### src/design/kf_pkg.sv
package kf_pkg;

   localparam int CMD_WIDTH       = 2;
   localparam int CSR_INDEX_WIDTH = 3;

   localparam logic [CMD_WIDTH-1:0] CMD_PREDICT = 2'd0;
   localparam logic [CMD_WIDTH-1:0] CMD_UPDATE  = 2'd1;
   localparam logic [CMD_WIDTH-1:0] CMD_RESTART = 2'd2;

   localparam logic [CSR_INDEX_WIDTH-1:0] CSR_INIT_ESTIMATE = 3'd0;
   localparam logic [CSR_INDEX_WIDTH-1:0] CSR_INIT_VARIANCE = 3'd1;
   localparam logic [CSR_INDEX_WIDTH-1:0] CSR_PROCESS_NOISE = 3'd2;
   localparam logic [CSR_INDEX_WIDTH-1:0] CSR_MEASURE_NOISE = 3'd3;

   // top level to core
   typedef struct packed {
      logic start;
      logic ack;
   } kf_ctl_type;

   // core to top level
   typedef struct packed {
      logic idle;
      logic done;
   } kf_sts_type;

endpackage

### src/design/kf_alu.sv
module kf_alu #(
   parameter int WIDTH = 50
) (
   input  logic [WIDTH-1:0] a,
   input  logic [WIDTH-1:0] b,
   input  logic             sub,
   output logic [WIDTH-1:0] sum
);

   // two's complement add or subtract, shared by the add, subtract, divide and multiply steps of the sequencer
   assign sum = a + (b ^ {WIDTH{sub}}) + {{(WIDTH-1){1'b0}}, sub};

endmodule

### src/design/kf_core.sv
module kf_core #(
   parameter int DATA_WIDTH = 32,
   parameter int FRAC_BITS  = 16
) (
   input  logic                         clock,
   input  logic                         reset,
   input  kf_pkg::kf_ctl_type           ctl,
   output kf_pkg::kf_sts_type           sts,
   input  logic [kf_pkg::CMD_WIDTH-1:0] cmd,
   input  logic [DATA_WIDTH-1:0]        control_input,
   input  logic [DATA_WIDTH-1:0]        measurement,
   input  logic [DATA_WIDTH-1:0]        init_estimate,
   input  logic [DATA_WIDTH-1:0]        init_variance,
   input  logic [DATA_WIDTH-1:0]        process_noise,
   input  logic [DATA_WIDTH-1:0]        measure_noise,
   output logic [DATA_WIDTH-1:0]        estimate,
   output logic [DATA_WIDTH-1:0]        variance
);
   import kf_pkg::*;

   localparam int DW = DATA_WIDTH;
   localparam int FB = FRAC_BITS;
   localparam int W  = DW + FB + 2;
   localparam int GW = FB + 1;
   localparam int CW = $clog2(FB + 1);
   localparam logic [DW-1:0] VAR_RESET = DW'(1) << FB;
   localparam logic [W-1:0]  ONE_W     = W'(1) << FB;

   typedef enum logic [3:0] {
      S_IDLE, S_PRED_X, S_PRED_P, S_DEN, S_DIV, S_DIFF, S_MUL_X,
      S_EST, S_GAIN_C, S_MUL_P, S_VAR, S_FINISH
   } state_type;

   state_type     state_ff, state_in;
   logic [DW-1:0] x_ff, x_in;
   logic [DW-1:0] p_ff, p_in;
   logic [DW-1:0] opnd_ff, opnd_in;
   logic [DW:0]   den_ff, den_in;
   logic [DW+1:0] r_ff, r_in;
   logic [GW-1:0] q_ff, q_in;
   logic [GW-1:0] mq_ff, mq_in;
   logic [DW:0]   md_ff, md_in;
   logic [W-1:0]  acc_ff, acc_in;
   logic [CW-1:0] cnt_ff, cnt_in;

   logic [W-1:0]  alu_a, alu_b, alu_sum;
   logic          alu_sub;
   logic          ge;
   logic [DW+1:0] rem;

   function automatic logic [W-1:0] sext_dw(input logic [DW-1:0] v);
      sext_dw = {{(W-DW){v[DW-1]}}, v};
   endfunction

   function automatic logic [W-1:0] zext_dw(input logic [DW-1:0] v);
      zext_dw = {{(W-DW){1'b0}}, v};
   endfunction

   function automatic logic [DW-1:0] sat_s(input logic [W-1:0] s);
      logic [W-DW:0] top;
      top = s[W-1:DW-1];
      if ((&top) || !(|top)) sat_s = s[DW-1:0];
      else if (s[W-1])       sat_s = {1'b1, {(DW-1){1'b0}}};
      else                   sat_s = {1'b0, {(DW-1){1'b1}}};
   endfunction

   function automatic logic [DW-1:0] sat_u(input logic [W-1:0] s);
      sat_u = (|s[W-1:DW]) ? {DW{1'b1}} : s[DW-1:0];
   endfunction

   kf_alu #(.WIDTH(W)) u_alu (
      .a   (alu_a),
      .b   (alu_b),
      .sub (alu_sub),
      .sum (alu_sum)
   );

   always_comb begin
      alu_a   = '0;
      alu_b   = '0;
      alu_sub = 1'b0;
      case (state_ff)
         S_PRED_X: begin
            alu_a = sext_dw(x_ff);
            alu_b = sext_dw(opnd_ff);
         end
         S_PRED_P: begin
            alu_a = zext_dw(p_ff);
            alu_b = zext_dw(process_noise);
         end
         S_DEN: begin
            alu_a = zext_dw(p_ff);
            alu_b = zext_dw(measure_noise);
         end
         S_DIV: begin
            alu_a   = {{(W-DW-2){1'b0}}, r_ff};
            alu_b   = {{(W-DW-1){1'b0}}, den_ff};
            alu_sub = 1'b1;
         end
         S_DIFF: begin
            alu_a   = sext_dw(opnd_ff);
            alu_b   = sext_dw(x_ff);
            alu_sub = 1'b1;
         end
         S_MUL_X, S_MUL_P: begin
            alu_a = {acc_ff[W-2:0], 1'b0};
            alu_b = mq_ff[GW-1] ? {{(W-DW-1){md_ff[DW]}}, md_ff} : '0;
         end
         S_EST: begin
            alu_a = sext_dw(x_ff);
            alu_b = W'($signed(acc_ff) >>> FB);
         end
         S_GAIN_C: begin
            alu_a   = ONE_W;
            alu_b   = {{(W-GW){1'b0}}, q_ff};
            alu_sub = 1'b1;
         end
         default: begin
            alu_a = '0;
         end
      endcase
   end

   // restoring divide step: keep the trial remainder when it did not go negative
   assign ge  = ~alu_sum[W-1];
   assign rem = ge ? alu_sum[DW+1:0] : r_ff;

   always_comb begin
      state_in = state_ff;
      x_in     = x_ff;
      p_in     = p_ff;
      opnd_in  = opnd_ff;
      den_in   = den_ff;
      r_in     = r_ff;
      q_in     = q_ff;
      mq_in    = mq_ff;
      md_in    = md_ff;
      acc_in   = acc_ff;
      cnt_in   = cnt_ff;
      case (state_ff)
         S_IDLE: begin
            if (ctl.start) begin
               opnd_in = (cmd == CMD_UPDATE) ? measurement : control_input;
               case (cmd)
                  CMD_PREDICT: state_in = S_PRED_X;
                  CMD_UPDATE:  state_in = S_DEN;
                  CMD_RESTART: begin
                     x_in     = init_estimate;
                     p_in     = init_variance;
                     state_in = S_FINISH;
                  end
                  default: state_in = S_FINISH;
               endcase
            end
         end
         S_PRED_X: begin
            x_in     = sat_s(alu_sum);
            state_in = S_PRED_P;
         end
         S_PRED_P: begin
            p_in     = sat_u(alu_sum);
            state_in = S_FINISH;
         end
         S_DEN: begin
            den_in   = alu_sum[DW:0];
            r_in     = {2'b00, p_ff};
            q_in     = '0;
            cnt_in   = CW'(FB);
            state_in = S_DIV;
         end
         S_DIV: begin
            r_in = {rem[DW:0], 1'b0};
            q_in = {q_ff[GW-2:0], ge};
            if (cnt_ff == '0) state_in = S_DIFF;
            else              cnt_in   = cnt_ff - 1'b1;
         end
         S_DIFF: begin
            // zero denominator forces a zero gain
            q_in     = (den_ff == '0) ? '0 : q_ff;
            mq_in    = (den_ff == '0) ? '0 : q_ff;
            md_in    = alu_sum[DW:0];
            acc_in   = '0;
            cnt_in   = CW'(FB);
            state_in = S_MUL_X;
         end
         S_MUL_X, S_MUL_P: begin
            acc_in = alu_sum;
            mq_in  = {mq_ff[GW-2:0], 1'b0};
            if (cnt_ff == '0) state_in = (state_ff == S_MUL_X) ? S_EST : S_VAR;
            else              cnt_in   = cnt_ff - 1'b1;
         end
         S_EST: begin
            x_in     = sat_s(alu_sum);
            state_in = S_GAIN_C;
         end
         S_GAIN_C: begin
            mq_in    = alu_sum[GW-1:0];
            md_in    = {1'b0, p_ff};
            acc_in   = '0;
            cnt_in   = CW'(FB);
            state_in = S_MUL_P;
         end
         S_VAR: begin
            p_in     = sat_u(W'(acc_ff >> FB));
            state_in = S_FINISH;
         end
         S_FINISH: begin
            if (ctl.ack) state_in = S_IDLE;
         end
         default: state_in = S_IDLE;
      endcase
   end

   always_ff @(posedge clock) begin
      if (reset) begin
         state_ff <= S_IDLE;
         x_ff     <= '0;
         p_ff     <= VAR_RESET;
      end else begin
         state_ff <= state_in;
         x_ff     <= x_in;
         p_ff     <= p_in;
      end
      opnd_ff <= opnd_in;
      den_ff  <= den_in;
      r_ff    <= r_in;
      q_ff    <= q_in;
      mq_ff   <= mq_in;
      md_ff   <= md_in;
      acc_ff  <= acc_in;
      cnt_ff  <= cnt_in;
   end

   assign sts.idle = (state_ff == S_IDLE);
   assign sts.done = (state_ff == S_FINISH);
   assign estimate = x_ff;
   assign variance = p_ff;

endmodule

### src/design/scalar_kalman_filter.sv
// Channel   Direction  Handshake             Payload
// req_      in         req_tvalid/tready     tuser = cmd, tdata = control, measurement
// rsp_      out        rsp_tvalid/tready     tdata = estimate, variance
// csr_      in         csr_wr_en             csr_index, csr_wdata
//
// Restart and unused commands go straight to the finish state; predict and update
// run on the one shared adder, which also runs the gain divide and both shift-add
// products a bit per cycle.
// One request is in work at a time; req_tready is high only while the core idles.
// A finished result waits in the core until the output register is free.
// Reset is synchronous, active high; it loads the default registers and state.
module scalar_kalman_filter #(
   parameter int DATA_WIDTH = 32,
   parameter int FRAC_BITS  = 16
) (
   input  logic                               clock,
   input  logic                               reset,
   input  logic                               req_tvalid,
   output logic                               req_tready,
   // control_input, measurement, zero padding
   input  logic [((2*DATA_WIDTH+7)/8)*8-1:0]  req_tdata,
   // cmd
   input  logic [kf_pkg::CMD_WIDTH-1:0]       req_tuser,
   output logic                               rsp_tvalid,
   input  logic                               rsp_tready,
   // estimate_out, variance_out, zero padding
   output logic [((2*DATA_WIDTH+7)/8)*8-1:0]  rsp_tdata,
   input  logic                               csr_wr_en,
   input  logic [kf_pkg::CSR_INDEX_WIDTH-1:0] csr_index,
   input  logic [DATA_WIDTH-1:0]              csr_wdata
);
   import kf_pkg::*;

   localparam int DW = DATA_WIDTH;
   localparam int TW = ((2*DATA_WIDTH+7)/8)*8;
   localparam logic [DW-1:0] ONE = DW'(1) << FRAC_BITS;

   logic [DW-1:0] init_estimate_ff, init_variance_ff;
   logic [DW-1:0] process_noise_ff, measure_noise_ff;
   logic          rsp_valid_ff, rsp_valid_in;
   logic [TW-1:0] rsp_data_ff;
   logic [DW-1:0] estimate, variance;
   kf_ctl_type    ctl;
   kf_sts_type    sts;

   always_ff @(posedge clock) begin
      if (reset) begin
         init_estimate_ff <= '0;
         init_variance_ff <= ONE;
         process_noise_ff <= '0;
         measure_noise_ff <= ONE;
      end else if (csr_wr_en) begin
         case (csr_index)
            CSR_INIT_ESTIMATE: init_estimate_ff <= csr_wdata;
            CSR_INIT_VARIANCE: init_variance_ff <= csr_wdata;
            CSR_PROCESS_NOISE: process_noise_ff <= csr_wdata;
            CSR_MEASURE_NOISE: measure_noise_ff <= csr_wdata;
            default: ;
         endcase
      end
   end

   assign req_tready = sts.idle;
   assign ctl.start  = req_tvalid & sts.idle;
   // hand the result over once the output register is empty or draining
   assign ctl.ack    = sts.done & (~rsp_valid_ff | rsp_tready);

   kf_core #(
      .DATA_WIDTH (DATA_WIDTH),
      .FRAC_BITS  (FRAC_BITS)
   ) u_core (
      .clock         (clock),
      .reset         (reset),
      .ctl           (ctl),
      .sts           (sts),
      .cmd           (req_tuser),
      .control_input (req_tdata[DW-1:0]),
      .measurement   (req_tdata[2*DW-1:DW]),
      .init_estimate (init_estimate_ff),
      .init_variance (init_variance_ff),
      .process_noise (process_noise_ff),
      .measure_noise (measure_noise_ff),
      .estimate      (estimate),
      .variance      (variance)
   );

   always_comb begin
      rsp_valid_in = rsp_valid_ff;
      if (ctl.ack)         rsp_valid_in = 1'b1;
      else if (rsp_tready) rsp_valid_in = 1'b0;
   end

   always_ff @(posedge clock) begin
      if (reset) begin
         rsp_valid_ff <= 1'b0;
      end else begin
         rsp_valid_ff <= rsp_valid_in;
      end
      if (ctl.ack) begin
         rsp_data_ff <= TW'({variance, estimate});
      end
   end

   assign rsp_tvalid = rsp_valid_ff;
   assign rsp_tdata  = rsp_data_ff;

endmodule

### config.mk
export PLATFORM = sky130hd
export DESIGN_NAME = scalar_kalman_filter
export DESIGN_NICKNAME = d
export VERILOG_FILES = /design/src/design/kf_pkg.sv /design/src/design/kf_alu.sv /design/src/design/kf_core.sv /design/src/design/scalar_kalman_filter.sv
export SDC_FILE = /design/constraint.sdc
export NUM_CORES = 1
export LEC_CHECK = 0
export BUFFER_PORTS_ARGS = -buffer_cell sky130_fd_sc_hd__buf_2
export CAP_MARGIN = 20
export CORE_MARGIN = 4
export CORE_UTILIZATION = 45
export CTS_CLUSTER_SIZE = 14
export DETAILED_ROUTE_END_ITERATION = 10
export HOLD_SLACK_MARGIN = 0.03
export PLACE_DENSITY_LB_ADDON = 0.25
export SYNTH_ARGS = -nofsm -noshare
export SYNTH_HDL_FRONTEND = slang
export SYNTH_HIERARCHICAL = 1
export SYNTH_SLANG_ARGS = --single-unit
### constraint.sdc
create_clock -name clock -period 6.6 [get_ports clock]
set_input_delay 0.33 -clock clock [delete_from_list [all_inputs] [get_ports clock]]
set_output_delay 0.33 -clock clock [all_outputs]
set_load 0.01 [all_outputs]
; Yosys cells after proc, flatten, opt, wreduce, memory -nomap -nowiden
; Cells that the tools add are included.
[word_totals]
regBits = 482
elab_cells = 118
[op_classes]
add_sub_neg = 3
eq_ne = 22
n_mux = 33
n_bitwise = 6
n_reduce_logical = 37
[ops]
columns = operator, n
row1 = 50-bit one-hot mux with 8 select lines, 1
row2 = 50-bit one-hot mux with 6 select lines, 1
row3 = 32-bit two-way mux, 9
row4 = 17-bit one-hot mux with 3 select lines, 2
row5 = 50-bit one-hot mux with 2 select lines, 1
row6 = 32-bit one-hot mux with 3 select lines, 1
row7 = 34-bit one-hot mux with 2 select lines, 1
row8 = 33-bit one-hot mux with 2 select lines, 1
row9 = 32-bit one-hot mux with 2 select lines, 1
row10 = 50-bit by 1-bit adder with 50-bit output, 1
row11 = 50-bit adder, 1
row12 = 50-bit two-way mux, 1
row13 = 50-bit bitwise XOR, 1
row14 = 4-bit one-hot mux with 10 select lines, 1
row15 = 33-bit logical NOT, 1
row16 = 33-bit two-way mux, 1
row17 = 4-bit two-way mux, 5
row18 = 19-bit AND reduction, 1
row19 = 19-bit OR reduction, 1
row20 = 18-bit OR reduction, 1
row21 = 17-bit two-way mux, 1
row22 = 4-bit by 3-bit equality test with 1-bit output (second input constant), 4
row23 = 4-bit equality test (second input constant), 4
row24 = 2-bit AND reduction, 6
row25 = 28 further kinds, 53

; Longest topological paths before layout
[logic_depth]
depth_word = 11
ltp_mapped = 27
mapped_depth_nobuf = 21

; Hierarchy
; Netlist, hierarchy kept.
[by_module_without_submodules]
columns = mod, n_inst, cells_per_inst, area_each_um2, seq_area_each_um2
row1 = kf_core, 1, 1414, 15250.9, 7997.7
row2 = scalar_kalman_filter, 1, 526, 7029.2, 4504.3
row3 = kf_alu, 1, 495, 3525.9, 0.0

; Worst setup path before layout
; No wires, ideal clock.
[synth_timing]
kind = reg-to-reg
startpoint = register u_core.state_ff[3]
endpoint = register u_core.x_ff[0] (netlist: u_core/estimate[0])
arrival_ps = 6742
t_required_ps = 6478
slack_ps = -264
path_stages_with_launch = 25
period_less_slack_ps = 6864
cell_sequence = dfxtp_1 -> buf_2 -> or3b_1 -> a21oi_1 -> buf_2 -> or2_2 -> buf_2 -> clkbuf_1 -> clkbuf_1 -> xor2_1 -> fa_1 -> a211oi_1 -> o21ai_2 -> o211ai_2 -> a31o_2 -> a21oi_1 -> a41oi_1 -> o21ai_1 -> xor2_1 -> or4_1 -> nor3_2 -> nand4_2 -> o211a_4 -> buf_6 -> a311o_1
[synth_via]
elab_chain_len = 11
[synth_lines]
columns = element, line
row1 = start: declaration, kf_core.sv:34  ; state_type state_ff, state_in;
row2 = start signal: assignment, kf_core.sv:220  ; state_ff <= state_in;
row3 = 4-bit by 3-bit equality test with 1-bit output or 4-bit equality test (tied branches), kf_core.sv:82  ; case (state_ff)
row4 = 3-bit OR reduction (no line) *, --
row5 = 1-bit two-way mux *, kf_core.sv:82
row6 = net u_core.alu_sub, kf_core.sv:47  ; logic alu_sub;
row7 = 50-bit bitwise XOR, kf_alu.sv:11  ; assign sum = a + (b ^ {WIDTH{sub}}) + {{(WIDTH-1){1'b0}}, sub};
row8 = 50-bit adder, kf_alu.sv:11
row9 = 50-bit by 1-bit adder with 50-bit output *, kf_alu.sv:11
row10 = net u_core.alu_sum[40], kf_core.sv:46  ; logic [W-1:0] alu_a, alu_b, alu_sum;
row11 = 19-bit OR reduction, kf_core.sv:62  ; if ((&top) || !(|top)) sat_s = s[DW-1:0];
row12 = 1-bit logical NOT, kf_core.sv:62
row13 = 1-bit logical OR *, kf_core.sv:62
row14 = 32-bit two-way mux *, kf_core.sv:62
row15 = 32-bit one-hot mux with 2 select lines *, kf_core.sv:140  ; case (state_ff)
row16 = end signal: assignment, kf_core.sv:221  ; x_ff <= x_in;
row17 = end: declaration, kf_core.sv:35  ; logic [DW-1:0] x_ff, x_in;
; The timed path passes the listed nets; every way through them passes the cells marked *.
; A chain may end at the register's enable or synchronous reset.

; Worst setup path after layout
[layout_timing]
startpoint = register u_core.state_ff[0]
endpoint = register u_core.x_ff[15] (netlist: u_core/estimate[15])
[layout_via]
elab_chain_len = 11
[layout_lines]
columns = element, line
row1 = 4-bit equality test or 4-bit by 3-bit equality test with 1-bit output (tied branches), kf_core.sv:82
row2 = 2-bit OR reduction, kf_core.sv:82
row3 = 50-bit one-hot mux with 8 select lines *, kf_core.sv:82
row4 = net u_core.alu_b[9], kf_core.sv:46
row5 = 50-bit bitwise XOR *, kf_alu.sv:11
row6 = 50-bit adder *, kf_alu.sv:11
row7 = 50-bit by 1-bit adder with 50-bit output *, kf_alu.sv:11
row8 = net u_core.alu_sum[38], kf_core.sv:46
row9 = 19-bit OR reduction, kf_core.sv:62
row10 = 1-bit logical NOT, kf_core.sv:62
row11 = 1-bit logical OR *, kf_core.sv:62
row12 = 32-bit two-way mux *, kf_core.sv:62
row13 = 32-bit one-hot mux with 2 select lines *, kf_core.sv:140
; Marks and branches as above.

==> key figures <==
Yosys
  – Post-synth top flop: edfxtp_1
  – Number of warning messages in the yosys log: 6
  – Sequential share of the synthesized area: 48.4%
  – Area of the mapped netlist: 25,800 um^2
  – Synthesized area per cell: 10.6 um^2
  – Synthesized instance count: 2,435
  – #FFs+latches synth: 482
  – Ys async rst share: 0%
  – Netlist cell types: 85
  – Post-synth EDFFs: 285
  – Mapped Nets: 2,597

Floorplan
  – Die ar.: 61,200 um^2
  – Core Box Area: 56,600 um^2
  – Initial Utilization: 45.6%
  – IO Count: 172
  – Die W: 247 um
  – Row count: 87
  – Die height: 247 um

Worst setup path
  – Slowest-stage cell, CP: or4_1
  – Capturing point of the worst reg2reg path: u_core/estimate[15]
  – Bufs and invs on worst path: 3
  – Top cell by count, worst path: buf_4
  – CP max FO: 31
  – Startpoint type of the worst setup path: flip-flop
  – Critical path, cell by cell: buf_4, nor2b_1, a22oi_1, o22ai_1, a211oi_1, nand2_1, xor2_1, ha_1, a21oi_1, o21ai_0, a2bb2oi_1, a31o_1, a2111oi_4, nand2b_1, a31oi_1, xnor2_1, or4_1, nor3_2, nand4_2, buf_4, o21ai_2, buf_6, a311o_1
  – Crit path largest cell delay: 0.55 ns
  – Req. time, crit path: 7.17 ns
  – Critical path capture point type: flip-flop
  – FF-to-FF Start: u_core/state_ff[0]
  – R2R setup slack: 0.19 ns
  – CP arrival: 6.98 ns
  – Crit path max-delay family: compound AO/OA/AOI/OAI gates
  – R2r worst-path depth: 23
  – WS Path Type: flip-flop to flip-flop

Route
  – Drt wl/cell: 29.0 um
  – Via count: 21,730
  – TritonRoute pass-1 iters: 9
  – ANT nets after route: 0
  – Vias per cell: 6.35
  – Total Wirelength: 99,200 um
  – DRT iter0 DRCs: 2,516
  – Remaining DRCs: 0

Worst hold path
  – Hold_sp: csr_wdata[9]
  – Hold Crit Class: primary input to flip-flop
  – Hold Crit Endpoint: init_variance_ff[9]
  – Hold Crit Depth: 3

Power and ir drop
  – Net Switching: 6.98 mW
  – Worst VDD drop: 284 uV
  – Pwr dens: 520 nW/um^2
  – Leak Pwr: 12.0 nW
  – Comb pwr share: 46.4%
  – Clock power frac: 19.1%
  – Int Pwr: 8.69 mW
  – Share of power burned in registers: 34.5%
  – Sw Share: 44.5%

Timing
  – Slew HR: 25.5%
  – Peak Freq: 0.156 GHz
  – Final hold viol count: 0
  – Fin crit period: 6.41 ns
  – Final TNS setup: 0 ns
  – Unrepaired setup endpoints after global routing: false
  – Worst Tran Pin Value: 1.12 ns
  – Final slew viol count: 0
  – Final setup fails: 0
  – Period utilization: 97.2%
  – Setup WS post-layout: 0.188 ns
  – Skew final: 0.0335 ns

Finish
  – Filler cells: 5,024
  – Most common cell after layout, fill and taps aside: edfxtp_1
  – Commonest non-fill, non-tap cells in the layout: edfxtp_1 (285), nand2_1 (221), dfxtp_1 (196)
  – # nets final: 2,784
  – Share of cells above drive strength 1: 16.9%
  – Area growth, synth to finish: 16.7%

Status
  – Outcome: complete, no violations

Global routing
  – Vias in the first global route: 21,247
  – Global route overflow: 0
  – Initial antenna violation count: 0
  – GRT Total Usage: 31.5%
  – Global-route wire length before repair: 143,000 um
  – Pin count of the biggest net entering global routing: 103

Clocking
  – CTS tree: done
  – Worst-Skew Late Latency: 0.64 ns
  – CTS Buf Count: 53
  – Sink Count: 482
  – # Post-CTS Setup Buffers: 0
  – Clock buffer depth: 3
  – H-tree depth: 2
  – Root Driver: clkbuf_16
  – Reg clk slew, reported paths: 0.06 ns

Placement
  – Routability-driven placement congestion ratio: 0.981
  – DP HPWL: 70,100 um
  – Port bufs: 171
  – Setup WS pre-CTS: 0.0634 ns

Flow run
  – Max cap viols: 0
## logic make-up (layout without fill, tap and decap cells)
kind of cell,Yosys count,after routing,synth area share [%]
and+or+nand+nor,735,736,14.9
AOI/OAI and AO/OA,622,622,17.6
DFF,482,482,48.4
muxes,238,238,9.55
buffers and inverters,201,431,3.31
xor gates and xnor gates,101,101,3.43
adders and majority gates,56,56,2.74
other,0,1,0
## per-stage QoR
stage / utilization, % / std cells / hold slack (ns) / instance area, um^2 / power, mW
2_1_floorplan: - / 2435 / 0.449 / 25800 / 9.45
3_3_place_gp: 48.8 / 3253 / 0.461 / 27600 / 12.4
3_5_place_dp: 48.8 / 3254 / 0.468 / 27600 / 12.4
4_1_cts: 53.1 / 3422 / 0.0340 / 30100 / 15.5
5_1_grt: 53.2 / 3422 / 0.0458 / 30100 / 16.3
6_report: 53.2 / 3423 / 0.0537 / 30100 / 15.7
## cell usage after synthesis (9+ instances only)
master,n,area [um^2]
edfxtp_1,285,8560
nand2_1,221,830
dfxtp_1,197,3940
nand2b_1,176,1100
mux2i_1,173,1730
clkbuf_1,126,473
a22oi_1,103,773
nor2_1,102,383
a21oi_1,100,500
o21ai_0,94,470
xor2_1,68,596
mux2_2,65,732
nor2b_1,63,394
a21o_1,57,428
ha_1,55,688
a22o_1,43,377
a211oi_1,42,315
buf_2,40,200
nand4_1,38,238
a222oi_1,37,370
or3_1,36,225
a221oi_1,33,289
xnor2_1,33,289
a311o_1,31,310
nor3_1,17,85.1
inv_1,15,56.3
nor4_1,13,81.3
and2_1,12,75.1
buf_1,11,41.3
a31oi_1,10,62.6
nand3_1,10,50.1
o22ai_1,10,62.6
o21bai_1,9,67.6
## worst max-delay path by stage
stage                               end  cells past startpoint                from  slack, ns
floorplan            u_core/estimate[0]                     24  u_core/state_ff[3]       0.13
global placement     u_core/estimate[6]                     23  u_core/state_ff[1]       0.03
detailed placement  u_core/estimate[15]                     22  u_core/state_ff[1]       0.06
CTS                  u_core/estimate[5]                     22  u_core/state_ff[3]       0.09
global route         u_core/estimate[4]                     24  u_core/state_ff[1]       0.01
finish              u_core/estimate[15]                     23  u_core/state_ff[0]       0.19
## layout make-up
cell class / instances / area [um^2] / area share (%)
Tap cell: 756 / 946 / 3.14
Antenna cell: 1 / 2.50 / 0.00831
Sequential cell: 482 / 12500 / 41.5
Inverter: 15 / 56.3 / 0.187
Multi-Input combinational cell: 1753 / 12600 / 42.0
Clock inverter: 27 / 260 / 0.864
Timing Repair Buffer: 317 / 2210 / 7.35
Clock buffer: 72 / 1490 / 4.94
## per-layer routing
layer  up-vias  routed length, um  GRT usage (%)  share of wire (%)
met5         -                  0              0                  0
met1     10633              36100           37.0                 36
met2      1224              47400           52.7                 48
met3       327               7040           4.63                7.1
met4         0               8710           23.0                8.8
li1       9546                  -              -                  -
## worst register-to-register path: stages (launching register included)
cell       delay (ns)
dfxtp_1          0.48
buf_4            0.26
nor2b_1          0.53
a22oi_1          0.15
o22ai_1          0.43
a211oi_1         0.12
nand2_1          0.10
xor2_1           0.07
ha_1             0.38
a21oi_1          0.15
o21ai_0          0.39
a2bb2oi_1        0.21
a31o_1           0.31
a2111oi_4        0.40
nand2b_1         0.24
a31oi_1          0.13
xnor2_1          0.17
or4_1            0.55
nor3_2           0.15
nand4_2          0.23
buf_4            0.25
o21ai_2          0.13
buf_6            0.28
a311o_1          0.25
## power by group through the flow
stage | combinational, mW | clock, mW | sequential, mW
floorplan | 4.61 | 0 | 4.83
global placement | 6.95 | 0 | 5.43
detailed placement | 7.01 | 0 | 5.42
CTS | 7.09 | 3.03 | 5.37
global route | 7.70 | 3.17 | 5.42
finish | 7.27 | 2.99 | 5.41
## repair_timing
item                                   CTS  global route
setup endpoints to repair                2            52
hold buffers                            68             0
endpoints found under the hold margin   39             0
pin swaps                                1             0
resized for setup                        0            12
cloned                                   1             0
## registers in the layout (all words and copies together), names as in the netlist, 33 cells and up
name           flops
u_core/r_ff       34
u_core/md_ff      33
u_core/acc_ff     50
u_core/den_ff     33
rsp_tdata         64
No activity file was read; power rests on OpenSTA's default activity.
